--- src/rtl/udc_pkg.sv ---
// shared types, constants and the ones'-complement add for the udp checksum checker
// no dependencies; used by udc_front, udc_queue, udc_back and the top level
package udc_pkg;

  // default datagram size limit in bytes
  localparam int unsigned DEF_MAX_BYTES = 65535;
  // byte counter width: holds the largest limit plus one (saturation value)
  localparam int unsigned TOTAL_W = 17;
  localparam int unsigned HDR_BYTES = 8;
  localparam logic [31:0] UDP_PROTO = 32'd17;
  localparam int unsigned QUEUE_DEPTH = 4;
  localparam int unsigned QPTR_W = $clog2(QUEUE_DEPTH);

  // status codes
  localparam logic [1:0] ST_OK        = 2'd0;
  localparam logic [1:0] ST_MALFORMED = 2'd1;
  localparam logic [1:0] ST_MISMATCH  = 2'd2;
  localparam logic [1:0] ST_OVERSIZE  = 2'd3;

  // header word positions
  localparam int unsigned HW_SRC = 0;
  localparam int unsigned HW_DST = 1;
  localparam int unsigned HW_LEN = 2;
  localparam int unsigned HW_CHK = 3;

  // finished datagram handed from front to back
  typedef struct packed {
    logic [31:0]          sum;
    logic [7:0]           pend;
    logic [31:0]          pseudo;
    logic [3:0][15:0]     hw;
    logic [TOTAL_W-1:0]   total;
    logic                 gen;
  } rec_t;

  // sideband carried down the back pipeline
  typedef struct packed {
    logic [15:0]          n16;
    logic [3:0][15:0]     hw;
    logic [1:0]           pre;
    logic                 verify;
  } info_t;

  // 32-bit add with end-around carry
  function automatic logic [31:0] add_oc(input logic [31:0] a, input logic [31:0] b);
    logic [32:0] t;
    t = {1'b0, a} + {1'b0, b};
    return t[31:0] + {31'b0, t[32]};
  endfunction

endpackage

--- src/rtl/udc_back.sv ---
// back part: finishes the checksum over a pipeline of ones'-complement adds and sets the status
// depends on udc_pkg; pops records from udc_queue and drives the result registers
module udc_back #(
  parameter int unsigned MAX_DATAGRAM_BYTES = udc_pkg::DEF_MAX_BYTES
) (
  input  logic           clk,
  input  logic           rst_n,
  input  logic           head_valid,
  input  udc_pkg::rec_t  head_rec,
  output logic           pop,
  output logic           out_valid,
  input  logic           out_ready,
  output logic [15:0]    out_checksum,
  output logic [15:0]    out_received_checksum,
  output logic [15:0]    out_length_field,
  output logic [15:0]    out_source_port,
  output logic [15:0]    out_dest_port,
  output logic [15:0]    out_byte_count,
  output logic [1:0]     out_status
);
  import udc_pkg::*;

  logic adv;

  // stage valids
  logic p1_v_r, p2_v_r, p3_v_r, p4_v_r, out_v_r;

  // stage 1: length bound, pad word and status precursor
  logic [31:0] p1_sum_r, p1_pad_r, p1_pseudo_r;
  info_t       p1_info_r;
  // stage 2: four partial sums
  logic [31:0] p2_a_r, p2_b_r, p2_c_r, p2_d_r;
  info_t       p2_info_r;
  // stage 3: two partial sums
  logic [31:0] p3_e_r, p3_f_r;
  info_t       p3_info_r;
  // stage 4: full sum
  logic [31:0] p4_s_r;
  info_t       p4_info_r;

  logic [15:0]        len;
  logic               bounded;
  logic [TOTAL_W-1:0] n_val;
  logic [31:0]        pad;
  logic [1:0]         pre;
  logic [16:0]        fold1;
  logic [15:0]        fold2;
  logic [15:0]        chk;
  logic [1:0]         status;

  logic [15:0] chk_r, rx_r, len_r, src_r, dst_r, cnt_r;
  logic [1:0]  status_r;

  // whole pipeline moves when the result register is free or being taken
  assign adv = ~out_v_r | out_ready;
  assign pop = adv & head_valid;

  // byte count used in the sum, odd-byte padding and length checks
  always_comb begin
    len     = head_rec.hw[HW_LEN];
    bounded = ~head_rec.gen & (len != 16'h0);
    if (32'(head_rec.total) > MAX_DATAGRAM_BYTES) begin
      n_val = TOTAL_W'(MAX_DATAGRAM_BYTES);
    end else begin
      n_val = head_rec.total;
    end
    if (bounded && (32'(len) >= HDR_BYTES) && (32'(n_val) > 32'(len))) begin
      n_val = TOTAL_W'(len);
    end
    if ((32'(n_val) > HDR_BYTES) && n_val[0]) begin
      pad = {16'h0, head_rec.pend, 8'h0};
    end else begin
      pad = 32'h0;
    end
    if (32'(head_rec.total) > MAX_DATAGRAM_BYTES) begin
      pre = ST_OVERSIZE;
    end else if (32'(head_rec.total) < HDR_BYTES) begin
      pre = ST_MALFORMED;
    end else if (bounded && ((32'(len) < HDR_BYTES) ||
                             (32'(len) > 32'(head_rec.total)))) begin
      pre = ST_MALFORMED;
    end else begin
      pre = ST_OK;
    end
  end

  // final fold, complement and mismatch check
  always_comb begin
    fold1 = {1'b0, p4_s_r[15:0]} + {1'b0, p4_s_r[31:16]};
    fold2 = fold1[15:0] + {15'h0, fold1[16]};
    chk   = ~fold2;
    if (chk == 16'h0) begin
      chk = 16'hFFFF;
    end
    if (p4_info_r.pre != ST_OK) begin
      status = p4_info_r.pre;
    end else if (p4_info_r.verify && (p4_info_r.hw[HW_CHK] != 16'h0) &&
                 (p4_info_r.hw[HW_CHK] != chk)) begin
      status = ST_MISMATCH;
    end else begin
      status = ST_OK;
    end
  end

  // stage valid bits
  always_ff @(posedge clk) begin
    if (!rst_n) begin
      p1_v_r  <= 1'b0;
      p2_v_r  <= 1'b0;
      p3_v_r  <= 1'b0;
      p4_v_r  <= 1'b0;
      out_v_r <= 1'b0;
    end else if (adv) begin
      p1_v_r  <= head_valid;
      p2_v_r  <= p1_v_r;
      p3_v_r  <= p2_v_r;
      p4_v_r  <= p3_v_r;
      out_v_r <= p4_v_r;
    end
  end

  // datapath stages
  always_ff @(posedge clk) begin
    if (adv) begin
      p1_sum_r         <= head_rec.sum;
      p1_pad_r         <= pad;
      p1_pseudo_r      <= head_rec.pseudo;
      p1_info_r.n16    <= 16'(n_val);
      p1_info_r.hw     <= head_rec.hw;
      p1_info_r.pre    <= pre;
      p1_info_r.verify <= ~head_rec.gen;

      p2_a_r    <= add_oc(p1_sum_r, p1_pad_r);
      p2_b_r    <= add_oc(p1_pseudo_r, {16'h0, p1_info_r.n16});
      p2_c_r    <= add_oc(UDP_PROTO, {16'h0, p1_info_r.hw[HW_SRC]});
      p2_d_r    <= add_oc({16'h0, p1_info_r.hw[HW_DST]}, {16'h0, p1_info_r.hw[HW_LEN]});
      p2_info_r <= p1_info_r;

      p3_e_r    <= add_oc(p2_a_r, p2_b_r);
      p3_f_r    <= add_oc(p2_c_r, p2_d_r);
      p3_info_r <= p2_info_r;

      p4_s_r    <= add_oc(p3_e_r, p3_f_r);
      p4_info_r <= p3_info_r;

      chk_r    <= chk;
      rx_r     <= p4_info_r.hw[HW_CHK];
      len_r    <= p4_info_r.hw[HW_LEN];
      src_r    <= p4_info_r.hw[HW_SRC];
      dst_r    <= p4_info_r.hw[HW_DST];
      cnt_r    <= p4_info_r.n16;
      status_r <= status;
    end
  end

  assign out_valid             = out_v_r;
  assign out_checksum          = chk_r;
  assign out_received_checksum = rx_r;
  assign out_length_field      = len_r;
  assign out_source_port       = src_r;
  assign out_dest_port         = dst_r;
  assign out_byte_count        = cnt_r;
  assign out_status            = status_r;

endmodule

--- config.mk ---
export PLATFORM = sky130hd
export DESIGN_NAME = udc_back
export DESIGN_NICKNAME = d
export VERILOG_FILES = /design/src/rtl/udc_pkg.sv /design/src/rtl/udc_back.sv
export SDC_FILE = /design/constraint.sdc
export NUM_CORES = 1
export LEC_CHECK = 0
export ABC_AREA = 1
export BUFFER_PORTS_ARGS = -buffer_cell sky130_fd_sc_hd__buf_2
export CAP_MARGIN = 10
export CORE_AREA = 2 2 262 264
export DETAILED_ROUTE_END_ITERATION = 7
export DIE_AREA = 0 0 264 266
export GPL_TIMING_DRIVEN = 0
export PLACE_DENSITY = 0.64
export SETUP_SLACK_MARGIN = 0.05
export SYNTH_ARGS = -nofsm -noshare
export SYNTH_HDL_FRONTEND = slang
export SYNTH_SLANG_ARGS = --single-unit
--- constraint.sdc ---
create_clock -name clk -period 23.2 [get_ports clk]
set_clock_uncertainty 0.2 [all_clocks]
set_input_delay 2.32 -clock clk [delete_from_list [all_inputs] [get_ports clk]]
set_output_delay 2.32 -clock clk [all_outputs]
set_load 0.02 [all_outputs]
==> Word-level counts from Yosys, hierarchy flattened <==
Cells that the tools add are included.
{ "totals": {"reg_bits": 755, "elab_cells": 100, "output_inout_bits": 100} }
{ "classes": {"n_addsub": 16, "magnitude_cmp": 7, "bitwise_logic": 6, "muxes": 6, "eq_ne": 1, "n_reduce_logical": 12} }
{ "op_table": {"columns": ["operator", "count"], "rows": [
  ["$add 32x1->32", 5],
  ["$add 32x32->33", 4],
  ["$add 17x1->18 const B", 2],
  ["$add 16x16->17", 2],
  ["$mux 17", 2],
  ["$add 32x16->33", 1],
  ["$reduce_bool 16->1", 2],
  ["$add 5x16->17 const A", 1],
  ["$gt 16x17->1", 1],
  ["$gt 17x16->1", 1],
  ["$gt 17x16->1 const B", 1],
  ["$gt 17x4->1 const B", 1],
  ["$lt 17x4->1 const B", 1],
  ["$add 16x1->16", 1],
  ["$ge 16x4->1 const B", 1],
  ["$logic_not 16->1", 1],
  ["$lt 16x4->1 const B", 1],
  ["$mux 16", 1],
  ["$ne 16x16->1", 1],
  ["$not 16->16", 1],
  ["$logic_and 1x1->1", 6],
  ["$mux 2", 2],
  ["$and 1x1->1", 2],
  ["$not 1->1", 2],
  ["other kinds (5)", 5]
]} }

==> Longest topological paths before layout <==
{ "depth": {"word_depth": 9, "depth_mapped": 36, "ltp_nobuf": 35} }

==> Worst setup path before layout <==
OpenSTA, ideal clock, no wires.
{ "synth_path": {"path_kind": "input -> output", "startpoint": "input out_ready", "endpoint": "output pop", "path_slack_ns": 3.826, "stages": 4, "t_arrival_ns": 16.854, "path_cell_list": "nor2_1 > inv_1 > nand2_1 > inv_1"} }
{ "synth_via": {"elab_chain_cells": 2} }
{ "synth_lines": {"columns": ["element", "line", "text"], "rows": [
  ["start: declaration", "udc_back.sv:12", "input logic out_ready,"],
  ["$or 1x1->1", "udc_back.sv:55", "assign adv = ~out_v_r | out_ready;"],
  ["$and 1x1->1", "udc_back.sv:56", "assign pop = adv & head_valid;"],
  ["end: declaration", "udc_back.sv:10", "output logic pop,"]
]} }
Every way passes these cells.

==> Worst setup path after layout <==
Ends and elaborated chain as after synthesis.

==> summary.txt <==
run status: complete, no violations
core region area: 0.0677 mm^2
portion of total power attributed to combinational logic: 0.395
Finish-stage setup viols: 0
number of max-slew violations in the final report: 0
Worst Hold Class: reg -> reg
portion of total power attributed to the clock network: 0.247
Post-Place Setup Slack: 16790 ps
starting utilization of the core area: 0.493
total of fill cells in the finished design: 5712
total number of yosys warnings: 0
leading cell type by number of instances after synthesis: edfxtp_1
largest incremental delay on the critical path: 460 ps
synth unique cells: 54
global-route wire length before repair: 114 mm
via count of the first global-routing pass: 21800
total non-filler cell area in the finished layout: 0.0385 mm^2
post-CTS setup-driven buffer insertion count: 0
H-tree levels: 3
Post-Place Cells: 4131
arrival time worst endpoint: 3630 ps
most area-hungry cell type in the Yosys netlist: edfxtp_1
average instance area after synthesis: 11.2 um^2
Tcrit/Tclk final: 0.265
share of synthesized registers carrying an async set or reset: 0
data required time at the worst endpoint: 20680 ps
number of placement rows: 96
number of logic stages on the critical path including buffering: 6
DRC: 0
setup repair after global routing missed its margin: no
Longest Clk Path Bufs: 3
Clk Tree Root Cell: clkbuf_16
Die Y: 266 um
clock slew seen by the registers of the worst setup and hold paths: 60 ps
Rel. slew slack: 0.417
switching power share of the total: 0.394
floorplan die width: 264 um
Setup Total Neg Slack: 0 ps
count of hold buffers inserted by post-cts repair: 0
design internal power: 2910 uW
1st-iter DRT viols: 1415
kind of start point of the critical path: primary input
total power consumption of the routed design: 4800 uW
total net switching power: 1890 uW
peak clock frequency supported by timing: 163 MHz
maximum number of pins on one net before global-route repair: 146
placer congestion estimate: 0.899
netlist area before placement: 0.0334 mm^2
cell class contributing the biggest share of worst-path delay: simple AND/OR/NAND/NOR gates
layout overhead on the synthesized area: 15.0%
final-stage net count: 3657
clock buffer count from CTS: 75
global-route usage over all layers: 0.208
CP dominant cell by count: buf_2
share of final-layout standard cells stronger than drive strength 1: 0.133
Register-to-Register Path Depth: 29
PnR worst setup slack: 17050 ps
dominant register cell in the synthesized netlist: edfxtp_1
crit path max-delay cell type: nor2_1
Top Ports: 258
clock tree from TritonCTS: done
Clock Latency Late Sink: 620 ps
total grt overflow: 0
post-cts resize count: 0
Synth Register Bits: 687
maximum fanout encountered on the critical timing path: 98
sequential area share after synthesis: 0.616
cell count of the worst hold path: 0
Post-DP Area: 0.0360 mm^2
ratio of total power to cell area: 125 mW/mm^2
number of buffers and inverters on the critical path: 4
Max Cap Viol: 0
top post-synthesis cells by area: edfxtp_1 (61%), nand2_1 (6.3%), ha_1 (6.2%), xor2_1 (4.9%), inv_1 (4.1%)
power share of the sequential group: 0.359
total via count after detailed routing: 21900
list of most frequent post-synthesis cells: edfxtp_1 (682), nand2_1 (564), inv_1 (363), nor2_1 (289), xor2_1 (188)
static leakage: 0.0163 uW
count of input and output buffers: 257
final cell count without fillers: 4272
Yosys top cell area share: 0.613
worst setup path class: in -> out
post-detailed-route via-to-cell ratio: 5.14
HPWL after detailed placement: 56.9 mm
number of enable flip-flop cells after synthesis: 682
Worst Max-Slew Pin Slew: 869 ps
mean routed wirelength per cell: 17.1 um
synthesized net count: 3318
total detailed-routing wirelength: 73.2 mm
number of detailed-route iterations in the first pass: 5
DRT antenna net count: 0
largest vdd supply drop: 0.0871 mV
Crit. End Element: output pin
Hold Fails Final Rpt: 0
number of antenna violations at the first check in global routing: 6
Post-Syn Instances: 2987
overall die area: 0.0702 mm^2
Clock Sinks: 687
clock period minus final worst setup slack: 6150 ps
cells traversed along the worst timing path: buf_2, nor2_1, inv_8, nand2_1, inv_1, buf_2
stage by stage:
stage / utilization / hold slack [ps]
CTS: 0.568 / 192
detailed placement: 0.531 / 205
global placement: 0.529 / 201
global route: 0.568 / 204
finish: 0.568 / 203
floorplan: - / 200
flip-flops by register name, summed over array words and instances, names as in the netlist, 32 cells and up:
signal       cells
p1_info_r       83
p1_pseudo_r     32
p1_sum_r        32
p2_a_r          32
p2_b_r          32
p2_info_r       83
p3_e_r          32
p3_info_r       83
p4_info_r       83
p4_s_r          32
final cells by class:
cell class,count,area (um^2),share of cell area
flip-flops and latches,687,20600,0.535
diodes,3,7.51,0.000195
multi-input cells,1920,11400,0.296
plain buffers,10,60.1,0.00156
clock inverters,46,503,0.0131
repair buffers,262,1420,0.0370
inverters,370,1400,0.0363
well taps,882,1100,0.0287
clock buffers,92,1980,0.0516
worst paths after layout:
| check | endpoint | startpoint | slack [ps] |
|---|---|---|---|
| setup / recovery | pop | out_ready | 17050 |
| hold / removal | out_length_field[0] | p4_info_r[35] | 200 |
| setup reg to reg | p2_a_r[29] | p1_sum_r[10] | 17310 |
| hold reg to reg | out_length_field[0] | p4_info_r[35] | 200 |
power by group through the flow:
stage,combinational (uW),clock [uW],sequential [uW]
floorplan,1340,0,1750
global placement,1870,0,1760
detailed placement,1890,0,1750
CTS,1900,1220,1730
global route,2110,1260,1740
finish,1890,1180,1720
worst register-to-register path: cells and delay by family, from the launching register on:
| kind | cells | cell delay (ps) |
|---|---|---|
| AOI/OAI and AO/OA | 2 | 260 |
| xor gates and xnor gates | 1 | 150 |
| adders and majority gates | 2 | 620 |
| buffers and inverters | 1 | 90 |
| DFF | 1 | 380 |
| and+or+nand+nor | 23 | 3930 |
per-layer routing:
| metal | up-vias | track usage | part of all wire |
|---|---|---|---|
| li1 | 11000 | - | - |
| met1 | 10300 | 0.261 | 0.43 |
| met2 | 493 | 0.359 | 0.49 |
| met3 | 147 | 0.0371 | 0.047 |
| met4 | 8 | 0.0771 | 0.035 |
| met5 | - | 0 | 0.00070 |
cell families after synthesis:
group / count (synthesis) / synth area share
compound gates: 274 / 0.0458
xor+xnor: 249 / 0.0666
fa+ha+maj: 173 / 0.0663
buf+inv: 380 / 0.0433
flops: 687 / 0.616
simple gates: 1224 / 0.162
layout by cell type, fill, tap and decap left out, types with 5 or more instances in the layout:
master and n:
edfxtp_1 682, nand2_1 564, inv_1 362, nor2_1 289, buf_2 257, xor2_1 188
ha_1 166, nand3_1 165, a21oi_1 140, clkbuf_16 77, o21ai_0 68, nand4_1 62
xnor2_1 55, nor3_1 43, nor4_1 24, clkbuf_1 22, nand2_2 16, clkinv_1 14
clkinv_2 13, o21bai_1 12, o211ai_1 12, nor2_2 12, a31oi_1 9, a21o_1 8
nand3b_1 8, nand3_2 8, fa_1 7, bufinv_16 7, nor3_2 6, inv_2 5
xor2_2 5, o21ai_1 5, buf_16 5, dfxtp_1 5
Note: power is estimated with default switching activity, not from simulation.
